[config.mk]
export PLATFORM = sky130hd
export DESIGN_NAME = fltp_mac
export DESIGN_NICKNAME = d
export VERILOG_FILES = /design/src/rtl/fltp_pkg.sv /design/src/rtl/fltp_mac.sv
export VERILOG_INCLUDE_DIRS = /design/src /design/src/rtl
export SDC_FILE = /design/constraint.sdc
export NUM_CORES = 1
export LEC_CHECK = 0
export BUFFER_PORTS_ARGS = -buffer_cell sky130_fd_sc_hd__buf_4
export CORE_ASPECT_RATIO = 1.1
export CORE_MARGIN = 2
export CORE_UTILIZATION = 50
export DETAILED_ROUTE_END_ITERATION = 7
export PLACE_DENSITY_LB_ADDON = 0.2
export SLEW_MARGIN = 0
export SYNTH_ARGS = -nofsm -noshare
export SYNTH_HDL_FRONTEND = slang
export SYNTH_SLANG_ARGS = --single-unit
[constraint.sdc]
create_clock -name clk -period 3.7 [get_ports clk]
set_input_delay 0.555 -clock clk [delete_from_list [all_inputs] [get_ports clk]]
set_output_delay 0.555 -clock clk [all_outputs]
set_load 0.05 [all_outputs]
[src/rtl/fir_filter_loaded_taps_defines.svh]
// ----------------------------------------------------------------------------
// fir_filter_loaded_taps assertion macros
// Clocked property checks used across the FIR block; empty for synthesis.
// ----------------------------------------------------------------------------
`ifndef FIR_FILTER_LOADED_TAPS_DEFINES_SVH
`define FIR_FILTER_LOADED_TAPS_DEFINES_SVH

`ifndef SYNTHESIS

// expr holds at every edge out of reset
`define FLTP_ASSERT_ALWAYS(lbl, expr) \
    lbl: assert property (@(posedge clk) disable iff (!rst_n) (expr)) \
        else $error("invariant violated");

// cons holds in the same cycle as ante
`define FLTP_ASSERT_IMPLY(lbl, ante, cons) \
    lbl: assert property (@(posedge clk) disable iff (!rst_n) (ante) |-> (cons)) \
        else $error("same-cycle implication violated");

// cons holds in the cycle after ante
`define FLTP_ASSERT_NEXT(lbl, ante, cons) \
    lbl: assert property (@(posedge clk) disable iff (!rst_n) (ante) |=> (cons)) \
        else $error("next-cycle implication violated");

`else

`define FLTP_ASSERT_ALWAYS(lbl, expr)
`define FLTP_ASSERT_IMPLY(lbl, ante, cons)
`define FLTP_ASSERT_NEXT(lbl, ante, cons)

`endif

`endif

[src/rtl/fltp_pkg.sv]
// ----------------------------------------------------------------------------
// fltp_pkg
// Shared constants, state encoding and control structs for the FIR block.
// ----------------------------------------------------------------------------
`timescale 1ns / 1ps
`default_nettype none

package fltp_pkg;

    localparam int MAX_TAPS          = 512;
    localparam int SAMPLE_BITS       = 16;
    localparam int TAP_BITS          = 24;
    localparam int TAP_FRACTION_BITS = 16;
    localparam int TAP_COUNT_BITS    = 10;

    localparam int ADDR_BITS = $clog2(MAX_TAPS);
    localparam int CNT_BITS  = ADDR_BITS + 1;
    localparam int PROD_BITS = SAMPLE_BITS + TAP_BITS;
    localparam int ACC_BITS  = PROD_BITS + ADDR_BITS;
    localparam int RES_BITS  = ACC_BITS - TAP_FRACTION_BITS;

    typedef enum logic [1:0] {
        ST_IDLE,
        ST_RUN,
        ST_DRAIN,
        ST_FINISH
    } fltp_state_t;

    typedef enum logic {
        KIND_COEF   = 1'b0,
        KIND_SAMPLE = 1'b1
    } fltp_kind_t;

    // sequencer -> datapath
    typedef struct packed {
        logic clear;   // start of a new sample
        logic rd_en;   // memory read issued this cycle
        logic live;    // history entry of this read was written
        logic load;    // capture the finished result
    } fltp_mac_ctrl_t;

    // datapath -> sequencer
    typedef struct packed {
        logic busy;      // reads or products still in flight
        logic out_free;  // output register can take a result
    } fltp_mac_stat_t;

endpackage

`default_nettype wire

[src/rtl/fltp_mac.sv]
// ----------------------------------------------------------------------------
// fltp_mac
// Multiply-accumulate datapath, truncation, saturation and output register.
// ----------------------------------------------------------------------------
`timescale 1ns / 1ps
`default_nettype none

`include "fir_filter_loaded_taps_defines.svh"

module fltp_mac
    import fltp_pkg::*;
(
    input  wire logic                          clk,
    input  wire logic                          rst_n,
    input  wire fltp_mac_ctrl_t                mac_ctrl,
    output fltp_mac_stat_t                     mac_stat,
    input  wire logic signed [TAP_BITS-1:0]    coef_rd,
    input  wire logic signed [SAMPLE_BITS-1:0] hist_rd,
    output logic                               out_valid,
    input  wire logic                          out_ready,
    output logic signed      [SAMPLE_BITS-1:0] sample_out,
    output logic                               clipped
);

    localparam logic signed [ACC_BITS-1:0] RND_BIAS =
        ACC_BITS'((2 ** TAP_FRACTION_BITS) - 1);
    localparam logic signed [RES_BITS-1:0] RES_HI =
        RES_BITS'((2 ** (SAMPLE_BITS - 1)) - 1);
    localparam logic signed [RES_BITS-1:0] RES_LO =
        RES_BITS'(-(2 ** (SAMPLE_BITS - 1)));

    logic                          rd_pend_reg;
    logic                          live_d_reg;
    logic                          prod_pend_reg;
    logic signed [PROD_BITS-1:0]   prod_reg;
    logic signed [ACC_BITS-1:0]    acc_reg;
    logic                          out_valid_reg;
    logic signed [SAMPLE_BITS-1:0] sample_out_reg;
    logic                          clipped_reg;

    logic signed [ACC_BITS-1:0]    biased;
    logic signed [RES_BITS-1:0]    res;
    logic signed [SAMPLE_BITS-1:0] sample_next;
    logic                          clipped_next;

    // negative sums get the bias so the shift rounds toward zero
    assign biased = acc_reg[ACC_BITS-1] ? (acc_reg + RND_BIAS) : acc_reg;
    assign res    = RES_BITS'(biased >>> TAP_FRACTION_BITS);

    always_comb
    begin
        priority if (res > RES_HI)
        begin
            sample_next  = SAMPLE_BITS'(RES_HI);
            clipped_next = 1'b1;
        end
        else if (res < RES_LO)
        begin
            sample_next  = SAMPLE_BITS'(RES_LO);
            clipped_next = 1'b1;
        end
        else
        begin
            sample_next  = SAMPLE_BITS'(res);
            clipped_next = 1'b0;
        end
    end

    always_ff @(posedge clk or negedge rst_n)
    begin
        if (!rst_n)
        begin
            rd_pend_reg   <= 1'b0;
            prod_pend_reg <= 1'b0;
            out_valid_reg <= 1'b0;
        end
        else
        begin
            rd_pend_reg   <= mac_ctrl.rd_en;
            prod_pend_reg <= rd_pend_reg;
            if (mac_ctrl.load)
            begin
                out_valid_reg <= 1'b1;
            end
            else if (out_ready)
            begin
                out_valid_reg <= 1'b0;
            end
        end
    end

    always_ff @(posedge clk)
    begin
        live_d_reg <= mac_ctrl.live;
        // slots never written since reset read as zero
        prod_reg   <= live_d_reg ?
                      (PROD_BITS'(coef_rd) * PROD_BITS'(hist_rd)) : '0;
        if (mac_ctrl.clear)
        begin
            acc_reg <= '0;
        end
        else if (prod_pend_reg)
        begin
            acc_reg <= acc_reg + ACC_BITS'(prod_reg);
        end
        if (mac_ctrl.load)
        begin
            sample_out_reg <= sample_next;
            clipped_reg    <= clipped_next;
        end
    end

    assign mac_stat.busy     = rd_pend_reg || prod_pend_reg;
    assign mac_stat.out_free = !out_valid_reg || out_ready;

    assign out_valid  = out_valid_reg;
    assign sample_out = sample_out_reg;
    assign clipped    = clipped_reg;

    `FLTP_ASSERT_IMPLY(a_clear_when_empty, mac_ctrl.clear, !rd_pend_reg && !prod_pend_reg)
    `FLTP_ASSERT_IMPLY(a_load_into_free, mac_ctrl.load, !out_valid_reg || out_ready)

endmodule

`default_nettype wire

Yosys cells after proc, flatten, opt, wreduce, memory -nomap -nowiden:

Index checks and enable logic that the tools add are counted.
Widths: inputs -> output; s select.

* register bits after elaboration: 110
* bits of input ports: 47
* output and inout port bits: 20

* add/sub/neg operators: 2
* $mul: 1
* order comparisons: 2
* muxes and demuxes: 5
* reductions and logical operators: 4

Operators with widths (number)
* $add 49x17->49 const B: 1
* $add 49x40->49: 1
* $mux 49: 1
* $mul 24x16->40: 1
* $gt 33x16->1 const B: 1
* $lt 33x16->1 const B: 1
* $mux 16: 1
* $mux 1: 3
* $logic_or 1x1->1: 2
* $reduce_bool 2->1: 1
* $logic_not 1->1: 1

Depth between registers and ports, before layout:

* depth after elaboration: 4
* gate-level depth with buffers: 25
* mapped depth without buffers: 24

Worst setup path after synthesis:

Ideal clock, no wire load.

* path kind: in2reg
* from: input hist_rd[15]
* to: register prod_reg[39]
* data arrival time: 6296 ps
* required time: 3579 ps
* setup slack: -2718 ps
* stages: 20
* path buffers: 1
* path through: clkinv_1 > buf_1 > nor2_1 > fa_1 > fa_1 > fa_1 > fa_1 > fa_1 > inv_1 > fa_1 > inv_1 > ha_1 > and4_1 > a221oi_1 > o21ai_2 > a221oi_4 > o21a_4 > o211ai_1 > a41o_1 > mux2_4

* cells in the longest elaborated chain, start to end: 1

Ends and longest elaborated chain
* from (decl): RTL line fltp_mac.sv:18 `input wire logic signed [SAMPLE_BITS-1:0] hist_rd,`
* $mul 24x16->40: RTL line fltp_mac.sv:97 `(PROD_BITS'(coef_rd) * PROD_BITS'(hist_rd)) : '0;`
* to (signal assigned): RTL line fltp_mac.sv:96 `prod_reg <= live_d_reg ?`
* to (decl): RTL line fltp_mac.sv:35 `logic signed [PROD_BITS-1:0] prod_reg;`

Every way passes these cells.
A chain may end at the register's enable or synchronous reset.

Worst setup path after layout:

* from: input coef_rd[19]
* to: register prod_reg[39]

* cells in the longest elaborated chain, start to end: 1

Ends and longest elaborated chain
* from (decl): RTL line fltp_mac.sv:17 `input wire logic signed [TAP_BITS-1:0] coef_rd,`
* $mul 24x16->40: RTL line fltp_mac.sv:97

Every way passes these cells.

==> flow_summary.toml <==
[route]
wl_per_cell_um = 16.0
vias = 16000
drc_errors = 0
drt-pass1-iter-count = 5
routed_wl_mm = 48.7
first_iter_violations = 978
drtAntennaViolNets = 0
avgViaCountPerCell = 5.24

[synthesis]
netlist-cell-type-count = 83
syn_inst = 2294
synth_enable_flop_cells = 17
synthFlopType = "dfxtp_1"
ys_async_sr_fraction_pct = 2.73
syn_area_sq_um = 20400
yosysSeqAreaShare_pct = 11.7
ys_warn_count = 0
synth.avg_cell_area_sq_um = 8.88
synth_seq_cells = 110
syn_nets = 2862

[global_route]
grt_max_degree = 57
grt_remaining_overflow = 0
grt_first_pass_wirelength_mm = 82.6
grt_pass1_vias = 16800
grt_use_total_pct = 23.9
grt_antenna_before_repair = 0

[cts]
cts_inserted_buffers = 9
cts.root.buffer_cell = "clkbuf_16"
clk_pin_slew_ps = 80
insertion_delay_ps = 350
cts_tree = "built"
htree_num_levels = 3
clock_sinks = 110
clockBufferDepth = 2

[critical_path]
critPathSlowestCell = "fa_1"
worstSetupPathType = "in2reg"
cp-end-kind = "flop"
cp.buffers_inverters = 7
start_kind = "input pin"
critPathMaxFanout = 6
path_common_cell = "fa_1"
cp.required_ps = 3950
crit_chain = "buf_12, and2_4, fa_1, inv_2, fa_1, inv_1, fa_1, inv_2, fa_1, fa_1, fa_1, inv_2, ha_4, and4_4, buf_4, buf_6, a221oi_4, o21ai_4, a221oi_4, o21a_4, o211ai_1, a41o_1, mux2_4"
crit_family = "adder cells"
critPathArrivalTime_ps = 6170
slowest_delay_ps = 550

[timing]
fmax_mhz = 169
tightest_slew_ps = 954
fin_tns_setup_ps = -55190
relSlewSlack_pct = 36.3
hold_violations = 0
setup_viol = 34
period_needed_ps = 5920
timing.final.ws_setup_ps = -2220
rsz0062_at_grt = "true"
layout_worst_path_cycle_share_pct = 160
drv_slew = 0
fin_skew_ps = 7.82

[status]
status = "finished, violations left"
failed_checks = "negative setup slack"

[layout]
diodes = 0
drive_gt1_share_pct = 22.6
final_cell_mix = "inv_1 (423), fa_1 (351), nand2_1 (242)"
final_core_util_pct = 61.9
fin_nets = 3098
final_common_cell = "inv_1"
final_cells = 3048
syn_to_final_growth_pct = 22.2
largest_reg_flops = 49

[die]
die_area_sq_um = 42400
initial_core_util_pct = 50.7
io_pins = 67
core_sq_um = 40200
die_x_um = 196
rows = 77
die_h_um = 216

[placed_design]
dpl.hpwl_mm = 40.3
place_ws_ps = -2860
port_buffers = 66
gp_congestion = 0.925
place_inst = 2992

[run]
drv_cap = 0

[worst_hold_path]
hold_path.class = "in2reg"
## per-layer routing
metal  wire length [um]  vias up  track usage (%)  part of all wire (%)
met5                  0        -                0                     0
met2              23900      383             41.4                    49
li1                   -     7588                -                     -
met1              21900     7931             32.6                    45
met3               1740       77             1.73                   3.6
met4               1170        0             5.98                   2.4
## final cells by class
cell class,count,area (sq um)
multi-input cells,1630,16800
clock inverters,7,62.6
inverters,458,1730
clock buffers,9,225
repair buffers,321,3010
fillers,3383,15300
well taps,513,642
flip-flops and latches,110,2390
## cells in the mapped netlist, types with 3 or more instances
| master | number | area, sq um |
|---|---|---|
| a221oi_1 | 3 | 26.3 |
| a21oi_1 | 84 | 420 |
| o22ai_1 | 6 | 37.5 |
| o21ai_2 | 12 | 105 |
| o2111ai_1 | 4 | 35.0 |
| dfrtp_1 | 3 | 75.1 |
| a211oi_1 | 11 | 82.6 |
| nor4_1 | 13 | 81.3 |
| nand2b_1 | 36 | 225 |
| nand3_1 | 26 | 130 |
| buf_1 | 5 | 18.8 |
| o211ai_1 | 8 | 60.1 |
| a21o_1 | 47 | 353 |
| xnor2_1 | 63 | 552 |
| o21a_1 | 5 | 37.5 |
| nor2_1 | 119 | 447 |
| a2111oi_0 | 3 | 26.3 |
| inv_1 | 455 | 1710 |
| a31oi_1 | 8 | 50.1 |
| nor3_1 | 9 | 45.0 |
| a41oi_1 | 4 | 35.0 |
| o21ai_0 | 44 | 220 |
| o311ai_0 | 3 | 26.3 |
| dfxtp_1 | 90 | 1800 |
| or3_1 | 3 | 18.8 |
| and3_1 | 8 | 50.1 |
| nand4_1 | 18 | 113 |
| xor2_1 | 34 | 298 |
| fa_1 | 375 | 7510 |
| clkbuf_1 | 88 | 330 |
| mux2i_1 | 37 | 370 |
| and4_1 | 4 | 35.0 |
| nor3b_1 | 4 | 30.0 |
| and2_1 | 155 | 970 |
| edfxtp_1 | 17 | 510 |
| o21bai_1 | 10 | 75.1 |
| ha_1 | 146 | 1830 |
| nand2_1 | 264 | 991 |
| nor2b_1 | 6 | 37.5 |
| o21ai_1 | 10 | 50.1 |
## path summary, 6_finish.rpt
check	start	end	slack, ps	depth (start not counted)
max reg2reg	acc_reg[0]$_SDFFE_PP0P_	acc_reg[48]$_SDFFE_PP0P_	300	13
max in group asynchronous	rst_n	prod_pend_reg$_DFF_PN0_	3080	2
min reg2reg	rd_pend_reg$_DFF_PN0_	prod_pend_reg$_DFF_PN0_	390	0
min	mac_ctrl[1]	live_d_reg$_DFF_P_	300	1
min in group asynchronous	rst_n	out_valid$_DFFE_PN0P_	520	2
max	coef_rd[19]	prod_reg[39]$_SDFF_PN0_	-2220	23
## through the flow
step	hold WS (ps)	area, sq um
after global placement	344	23200
after CTS	285	24500
after floorplan	259	21200
after detailed placement	345	23200
after global routing	285	24900
final	297	24900
## what timing repair did
action | 4_1_cts | 5_1_grt
resized for setup | 213 | 63
gates cloned | 2 | 2
endpoints found under the setup margin | 34 | 34
endpoints found under the hold margin | 3 | 0
hold buffers | 1 | 0
buffers inserted | 22 | 19
pin swaps | 94 | 38
## cell families after synthesis
logic type	share of synthesized area [%]
AND/OR/NAND/NOR	16.2
buffers and inverters	10.3
adder cells (fa/ha/maj)	45.8
AO/OA/AOI/OAI	9.75
flip-flops	11.7
XOR/XNOR	4.17
multiplexers	1.95
Power is left out: the tool's default activity adds up to more than one toggle a clock period on the data nets, which glitch-free logic cannot reach.
