### src/rtl/fir_filter_loaded_taps_defines.svh
// ----------------------------------------------------------------------------
// fir_filter_loaded_taps assertion macros
// Clocked property checks used across the FIR block; empty for synthesis.
// ----------------------------------------------------------------------------
`ifndef FIR_FILTER_LOADED_TAPS_DEFINES_SVH
`define FIR_FILTER_LOADED_TAPS_DEFINES_SVH

`ifndef SYNTHESIS

// expr holds at every edge out of reset
`define FLTP_ASSERT_ALWAYS(lbl, expr) \
    lbl: assert property (@(posedge clk) disable iff (!rst_n) (expr)) \
        else $error("invariant violated");

// cons holds in the same cycle as ante
`define FLTP_ASSERT_IMPLY(lbl, ante, cons) \
    lbl: assert property (@(posedge clk) disable iff (!rst_n) (ante) |-> (cons)) \
        else $error("same-cycle implication violated");

// cons holds in the cycle after ante
`define FLTP_ASSERT_NEXT(lbl, ante, cons) \
    lbl: assert property (@(posedge clk) disable iff (!rst_n) (ante) |=> (cons)) \
        else $error("next-cycle implication violated");

`else

`define FLTP_ASSERT_ALWAYS(lbl, expr)
`define FLTP_ASSERT_IMPLY(lbl, ante, cons)
`define FLTP_ASSERT_NEXT(lbl, ante, cons)

`endif

`endif

### src/rtl/fltp_pkg.sv
// ----------------------------------------------------------------------------
// fltp_pkg
// Shared constants, state encoding and control structs for the FIR block.
// ----------------------------------------------------------------------------
`timescale 1ns / 1ps
`default_nettype none

package fltp_pkg;

    localparam int MAX_TAPS          = 512;
    localparam int SAMPLE_BITS       = 16;
    localparam int TAP_BITS          = 24;
    localparam int TAP_FRACTION_BITS = 16;
    localparam int TAP_COUNT_BITS    = 10;

    localparam int ADDR_BITS = $clog2(MAX_TAPS);
    localparam int CNT_BITS  = ADDR_BITS + 1;
    localparam int PROD_BITS = SAMPLE_BITS + TAP_BITS;
    localparam int ACC_BITS  = PROD_BITS + ADDR_BITS;
    localparam int RES_BITS  = ACC_BITS - TAP_FRACTION_BITS;

    typedef enum logic [1:0] {
        ST_IDLE,
        ST_RUN,
        ST_DRAIN,
        ST_FINISH
    } fltp_state_t;

    typedef enum logic {
        KIND_COEF   = 1'b0,
        KIND_SAMPLE = 1'b1
    } fltp_kind_t;

    // sequencer -> datapath
    typedef struct packed {
        logic clear;   // start of a new sample
        logic rd_en;   // memory read issued this cycle
        logic live;    // history entry of this read was written
        logic load;    // capture the finished result
    } fltp_mac_ctrl_t;

    // datapath -> sequencer
    typedef struct packed {
        logic busy;      // reads or products still in flight
        logic out_free;  // output register can take a result
    } fltp_mac_stat_t;

endpackage

`default_nettype wire

### src/rtl/fltp_ctrl.sv
// ----------------------------------------------------------------------------
// fltp_ctrl
// Input handshake, tap sequencer and memory addressing.
// ----------------------------------------------------------------------------
`timescale 1ns / 1ps
`default_nettype none

`include "fir_filter_loaded_taps_defines.svh"

module fltp_ctrl
    import fltp_pkg::*;
(
    input  wire logic                      clk,
    input  wire logic                      rst_n,
    input  wire logic                      cfg_wr_en,
    input  wire logic [TAP_COUNT_BITS-1:0] cfg_wr_data,
    input  wire logic                      in_valid,
    output logic                           in_ready,
    input  wire logic                      kind,
    input  wire logic [ADDR_BITS-1:0]      tap_index,
    output logic                           coef_wr_en,
    output logic                           hist_wr_en,
    output logic      [ADDR_BITS-1:0]      hist_wr_addr,
    output logic      [ADDR_BITS-1:0]      coef_rd_addr,
    output logic      [ADDR_BITS-1:0]      hist_rd_addr,
    output fltp_mac_ctrl_t                 mac_ctrl,
    input  wire fltp_mac_stat_t            mac_stat
);

    fltp_state_t               state_reg, state_next;
    logic [TAP_COUNT_BITS-1:0] tap_count_reg;
    logic [ADDR_BITS-1:0]      newest_reg, newest_next;
    logic [CNT_BITS-1:0]       fill_reg;
    logic [CNT_BITS-1:0]       used_reg, used_next;
    logic [ADDR_BITS-1:0]      t_reg;

    logic accept;
    logic accept_sample;
    logic last_tap;

    assign accept        = in_valid && in_ready;
    assign accept_sample = accept && (fltp_kind_t'(kind) == KIND_SAMPLE);
    assign last_tap      = (CNT_BITS'(t_reg) == (used_reg - CNT_BITS'(1)));

    // circular advance of the newest slot
    assign newest_next = (newest_reg == ADDR_BITS'(MAX_TAPS - 1)) ?
                         '0 : (newest_reg + ADDR_BITS'(1));

    // zero taps runs one, too many runs all
    always_comb
    begin
        priority if (tap_count_reg == '0)
        begin
            used_next = CNT_BITS'(1);
        end
        else if (32'(tap_count_reg) > MAX_TAPS)
        begin
            used_next = CNT_BITS'(MAX_TAPS);
        end
        else
        begin
            used_next = CNT_BITS'(tap_count_reg);
        end
    end

    // next state
    always_comb
    begin
        state_next = state_reg;
        unique case (state_reg)
            ST_IDLE:
            begin
                if (accept_sample)
                begin
                    state_next = ST_RUN;
                end
            end
            ST_RUN:
            begin
                if (last_tap)
                begin
                    state_next = ST_DRAIN;
                end
            end
            ST_DRAIN:
            begin
                if (!mac_stat.busy)
                begin
                    state_next = ST_FINISH;
                end
            end
            ST_FINISH:
            begin
                if (mac_stat.out_free)
                begin
                    state_next = ST_IDLE;
                end
            end
            default:
            begin
                state_next = ST_IDLE;
            end
        endcase
    end

    // outputs
    always_comb
    begin
        in_ready       = 1'b0;
        mac_ctrl.rd_en = 1'b0;
        mac_ctrl.load  = 1'b0;
        unique case (state_reg)
            ST_IDLE:   in_ready       = 1'b1;
            ST_RUN:    mac_ctrl.rd_en = 1'b1;
            ST_DRAIN:  mac_ctrl.rd_en = 1'b0;
            ST_FINISH: mac_ctrl.load  = mac_stat.out_free;
            default:   in_ready       = 1'b0;
        endcase
        mac_ctrl.clear = accept_sample;
        mac_ctrl.live  = (CNT_BITS'(t_reg) < fill_reg);
    end

    // out-of-range indexes are dropped
    assign coef_wr_en   = accept && (fltp_kind_t'(kind) == KIND_COEF) &&
                          (CNT_BITS'(tap_index) < CNT_BITS'(MAX_TAPS));
    assign hist_wr_en   = accept_sample;
    assign hist_wr_addr = newest_next;
    assign coef_rd_addr = t_reg;
    assign hist_rd_addr = (newest_reg >= t_reg) ? (newest_reg - t_reg) :
                          (newest_reg + ADDR_BITS'(MAX_TAPS) - t_reg);

    always_ff @(posedge clk or negedge rst_n)
    begin
        if (!rst_n)
        begin
            state_reg     <= ST_IDLE;
            tap_count_reg <= TAP_COUNT_BITS'(MAX_TAPS);
            newest_reg    <= '0;
            fill_reg      <= '0;
            used_reg      <= CNT_BITS'(1);
            t_reg         <= '0;
        end
        else
        begin
            state_reg <= state_next;
            if (cfg_wr_en)
            begin
                tap_count_reg <= cfg_wr_data;
            end
            if (accept_sample)
            begin
                newest_reg <= newest_next;
                used_reg   <= used_next;
                t_reg      <= '0;
                if (fill_reg != CNT_BITS'(MAX_TAPS))
                begin
                    fill_reg <= fill_reg + CNT_BITS'(1);
                end
            end
            else if (state_reg == ST_RUN)
            begin
                t_reg <= t_reg + ADDR_BITS'(1);
            end
        end
    end

    `FLTP_ASSERT_IMPLY(a_tap_in_range, state_reg == ST_RUN, CNT_BITS'(t_reg) < used_reg)
    `FLTP_ASSERT_ALWAYS(a_fill_bounded, fill_reg <= CNT_BITS'(MAX_TAPS))
    `FLTP_ASSERT_NEXT(a_sample_starts, accept_sample, state_reg == ST_RUN && t_reg == '0)

endmodule

`default_nettype wire

### config.mk
export PLATFORM = sky130hd
export DESIGN_NAME = fltp_ctrl
export DESIGN_NICKNAME = d
export VERILOG_FILES = /design/src/rtl/fltp_pkg.sv /design/src/rtl/fltp_ctrl.sv
export VERILOG_INCLUDE_DIRS = /design/src /design/src/rtl
export SDC_FILE = /design/constraint.sdc
export NUM_CORES = 1
export LEC_CHECK = 0
export BUFFER_PORTS_ARGS = -buffer_cell sky130_fd_sc_hd__buf_2
export CORE_MARGIN = 1.5
export CORE_UTILIZATION = 60
export CTS_CLUSTER_DIAMETER = 30
export CTS_CLUSTER_SIZE = 16
export DETAILED_ROUTE_END_ITERATION = 10
export PLACE_DENSITY = 0.94
export SLEW_MARGIN = 0
export SYNTH_ARGS = -nofsm -noshare
export SYNTH_HDL_FRONTEND = slang
export SYNTH_SLANG_ARGS = --single-unit
### constraint.sdc
create_clock -name clk -period 5.4 [get_ports clk]
set_input_delay 0.27 -clock clk [delete_from_list [all_inputs] [get_ports clk]]
set_output_delay 0.27 -clock clk [all_outputs]
set_load 0.01 [all_outputs]
; ---- Word-level counts from Yosys, hierarchy flattened
; Index checks and enable logic that the tools add are counted.
[classes]
n_addsub = 5
multipliers = 0
n_div = 0
n_lt_le_gt_ge = 2
n_eq_ne = 10
n_shift = 0
n_mux = 13
bitwise_logic = 1
n_reduce_logical = 8
[op_table]
columns = op, n
row1 = $mux 9, 3
row2 = $mux 10, 2
row3 = $add 9x1->9 const B, 2
row4 = $add 10x1->10 const B, 1
row5 = $eq 9x10->1, 1
row6 = $gt 10x10->1 const B, 1
row7 = $logic_not 10->1, 1
row8 = $lt 9x10->1, 1
row9 = $ne 10x10->1 const B, 1
row10 = $sub 10x1->10 const B, 1
row11 = $eq 9x9->1 const B, 1
row12 = $sub 9x9->9, 1
row13 = $mux 2, 4
row14 = $ne 2x2->1 const B, 4
row15 = $pmux 2 s4, 1
row16 = $eq 2x2->1 const B, 2
row17 = $reduce_and 4->1, 1
row18 = $logic_and 1x1->1, 3
row19 = $mux 1, 3
row20 = $eq 2x1->1 const B, 1
row21 = $logic_not 2->1, 1
row22 = $reduce_and 2->1, 1
row23 = $reduce_bool 2->1, 1
row24 = $not 1->1, 1
[word_totals]
regBits = 50
latchBits = 0
ram_bits = 0
romBits = 0
input_bits = 26
output_inout_bits = 34
n_memories = 0

; ---- Depth between registers and ports, before layout
[logic_depth]
ltp_word = 6
mapped_depth = 9
mapped_depth_nobuf = 9

; ---- Least setup slack after synthesis
; No wires, ideal clock.
[synth_path]
path_type = register to output
from = register t_reg[0] (netlist: coef_rd_addr[0])
to = output port hist_rd_addr[6]
arrival_ns = 1.983
required_time_ns = 5.130
setup_slack_ns = 3.147
stages_incl_launch_ff = 9
path_buffers = 0
path_cell_list = dfrtp_1 -> ha_1 -> fa_1 -> nor2b_1 -> o21ai_0 -> a21boi_0 -> o21ai_0 -> nor2b_1 -> xnor2_1
[synth_via]
elab_chain_len = 1
[synth_lines]
columns = item, line
row1 = "start, declared", fltp_ctrl.sv:35  ; logic [ADDR_BITS-1:0] t_reg;
row2 = "start signal, assigned", fltp_ctrl.sv:162  ; t_reg <= t_reg + ADDR_BITS'(1);
row3 = $sub 9x9->9, "fltp_ctrl.sv:129, fltp_ctrl.sv:130"
row4 = "end, declared", fltp_ctrl.sv:25  ; output logic [ADDR_BITS-1:0] hist_rd_addr,
; No other way between the ends.

==> impl_results.md <==
* Reg2Reg Depth at 8
* Cell variety after synth at 43
* Critical Path AT at 3.20 ns
* Max IR drop VDD at 0.000336 V
* Final worst path period share at 64.3%
* Worst-Skew Late Latency at 0.32 ns
* Clock Skew at about 0.0083 ns
* CP Max Fanout at 26
* Worst Setup End Kind: output port
* Crit Path Category: reg2out
* Slowest cell on crit path: clkinv_1
* Hold crit path type: in2async
* Synthesized instance count at around 350
* Total Wirelength at 7210 µm
* Iteration-0 DRC Markers at 185
* Final Hold Fails at 0
* DIE AREA at 5810 µm²
* Worst-margin pin slew at 1.09 ns
* Hold buffer count at cts at 0
* Die Span X at 76.2 µm
* Syn Area/Cell at slightly above 9 µm²
* Post-route insts no fill at about 470
* I/O pin count at 60
* Die Span Y at 76.2 µm
* Final setup viols at 0
* Vias in the first global route at roughly 2,700
* Pins Over Slew Limit at 0
* Post-Syn Area at 3220 µm²
* Starting Density at 62.6%
* Root Driver: clkbuf_8
* FF+latch count, synth at 50
* Nets@finish at 453
* Clk buf depth at 2
* Post-detail-place hpwl at ~5200 µm
* Routed WL per cell at 15.3 µm
* Commonest non-fill, non-tap cell in the layout: buf_2
* Power Density at 594 nW/µm²
* CTS tree: built
* Status: finished clean
* Unrepaired setup endpoints after global routing: no
* Routability cong. at 0.875
* Synth Flop Type: dfrtp_1
* Fill cells at 399
* Wire length of the first global-routing pass at 12,200 µm
* Vias at 2,734
* Power Total at approximately 2.1 mW
* WP buf/inv at 3
* Sink Count at 50
* Ys async rst share at 100%
* Gr usage total at 26.5%
* Post-synth EDFFs at 0
* Max-capacitance violation count at 0
* Post-DRT Antenna Nets at 0
* Max Clock Freq at approximately 290 MHz
* DR vias/cell at about 5.8
* Number of iterations in the first detailed-routing pass at 4
* Worst setup SP type: register
* Clock transition at the registers of the reported paths at 0.09 ns
* Crit path depth at 5
* Initial antenna violation count at 0
* PostCTS Resize Cnt at 0
* Core footprint at 5140 µm²
* Setup Buffers After CTS at 0
* Syn Nets at 406
* Area Growth Syn to Fin at 12.2%
* Cell Chain, Critical Path: inv_1 -> ha_1 -> nand3_1 -> clkinv_1 -> buf_2
* Ant. Diodes at 0
* Fin Setup TNS at 0 ns
* P_leak at 1.73 nW
* Final Critical Period at 3.47 ns
* CP max stage delay at 0.96 ns
* Hold WS at 0.138 ns
* Rows at 26
* Delay-heaviest family, CP: buffers and inverters
* Seq/Total Area, Yosys at 39.0%
* Yosys warns at 0
* Remaining global-route overflow at 0
* DRC at 0
* Fraction of layout cells with a size suffix above 1 at 18.5%
* H-tree Lvls at 2
* Most frequent cells in the layout: buf_2 (50), dfrtp_1 (48), nand2_1 (40), nor2_1 (35), xnor2_1 (29)
* PortBufs at 50
* Required @ worst endpoint at 5.13 ns
* Largest net degree at the start of global routing at 51
* Rel. slew slack at 27.4%
* Num CTS Buffers at 5
* Placed cell count at 463
report_power, final:
group	leakage [nW]	internal (mW)	switching (mW)	total, mW
registers	0.626	0.487	0.196	0.683
logic	1.06	0.570	0.659	1.23
clock network	0.0491	0.0954	0.136	0.232
Yosys cell counts, drive strengths merged, types with 8 or more instances:
master | number | area, µm²
ha | 26 | 325
dfrtp | 48 | 1200
nand3 | 15 | 75.1
mux2 | 10 | 113
a21oi | 10 | 50.1
nand4 | 8 | 50.1
inv | 28 | 105
nor2 | 35 | 131
nand2 | 40 | 150
xor2 | 10 | 87.6
xnor2 | 29 | 254
clkbuf | 8 | 30.0
o21ai | 13 | 65.1
worst register-to-register path, stage by stage, from the launching register on:
cell      delay [ns]
dfrtp_1         0.44
inv_1           0.09
ha_1            0.26
nand3_1         0.74
clkinv_1        0.96
nand3_1         0.40
nor2_1          0.11
nand3_1         0.11
xnor2_1         0.11
kinds of logic after synthesis:
family	count (synthesis)	synth area share, %
AO/OA/AOI/OAI	41	8.24
XOR/XNOR	39	10.6
adder cells (fa/ha/maj)	28	11.0
multiplexers	14	4.74
buffers and inverters	39	4.67
AND/OR/NAND/NOR	142	21.7
flip-flops	50	39.0
layout make-up:
class / count / area (µm²) / area share, %
Multi-Input combinational cell: 264 / 1810 / 50.3
Sequential cell: 50 / 1250 / 34.7
Timing Repair Buffer: 50 / 250 / 6.93
Inverter: 29 / 109 / 3.02
Tap cell: 70 / 87.6 / 2.43
Clock buffer: 5 / 68.8 / 1.91
Clock inverter: 3 / 26.3 / 0.728
per-layer routing:
| layer | global-route usage, % | part of all wire, % |
|---|---|---|
| met5 | 0 | 0 |
| met1 | 33.2 | 42 |
| met3 | 3.59 | 5.3 |
| met4 | 14.6 | 3.6 |
| met2 | 44.4 | 49 |
worst paths after layout:
kind                               endpoint  slack, ns           start
setup / recovery                mac_ctrl[3]       1.93    state_reg[1]
hold / removal              coef_rd_addr[7]       0.14           rst_n
setup reg to reg                fill_reg[7]       2.10    state_reg[1]
hold reg to reg                 used_reg[0]       0.52     used_reg[0]
min in group clk           tap_count_reg[7]       0.17  cfg_wr_data[7]
max in group asynchronous       fill_reg[9]       4.58           rst_n
through the flow:
step | setup slack [ns] | util [%] | instance area, µm²
after floorplan | 3.15 | - | 3220
after global placement | 2.27 | 68.4 | 3510
after detailed placement | 2.18 | 68.4 | 3510
after CTS | 1.95 | 70.2 | 3610
after global routing | 1.66 | 70.2 | 3610
final | 1.93 | 70.2 | 3610
(Power assumes the default switching activity.)
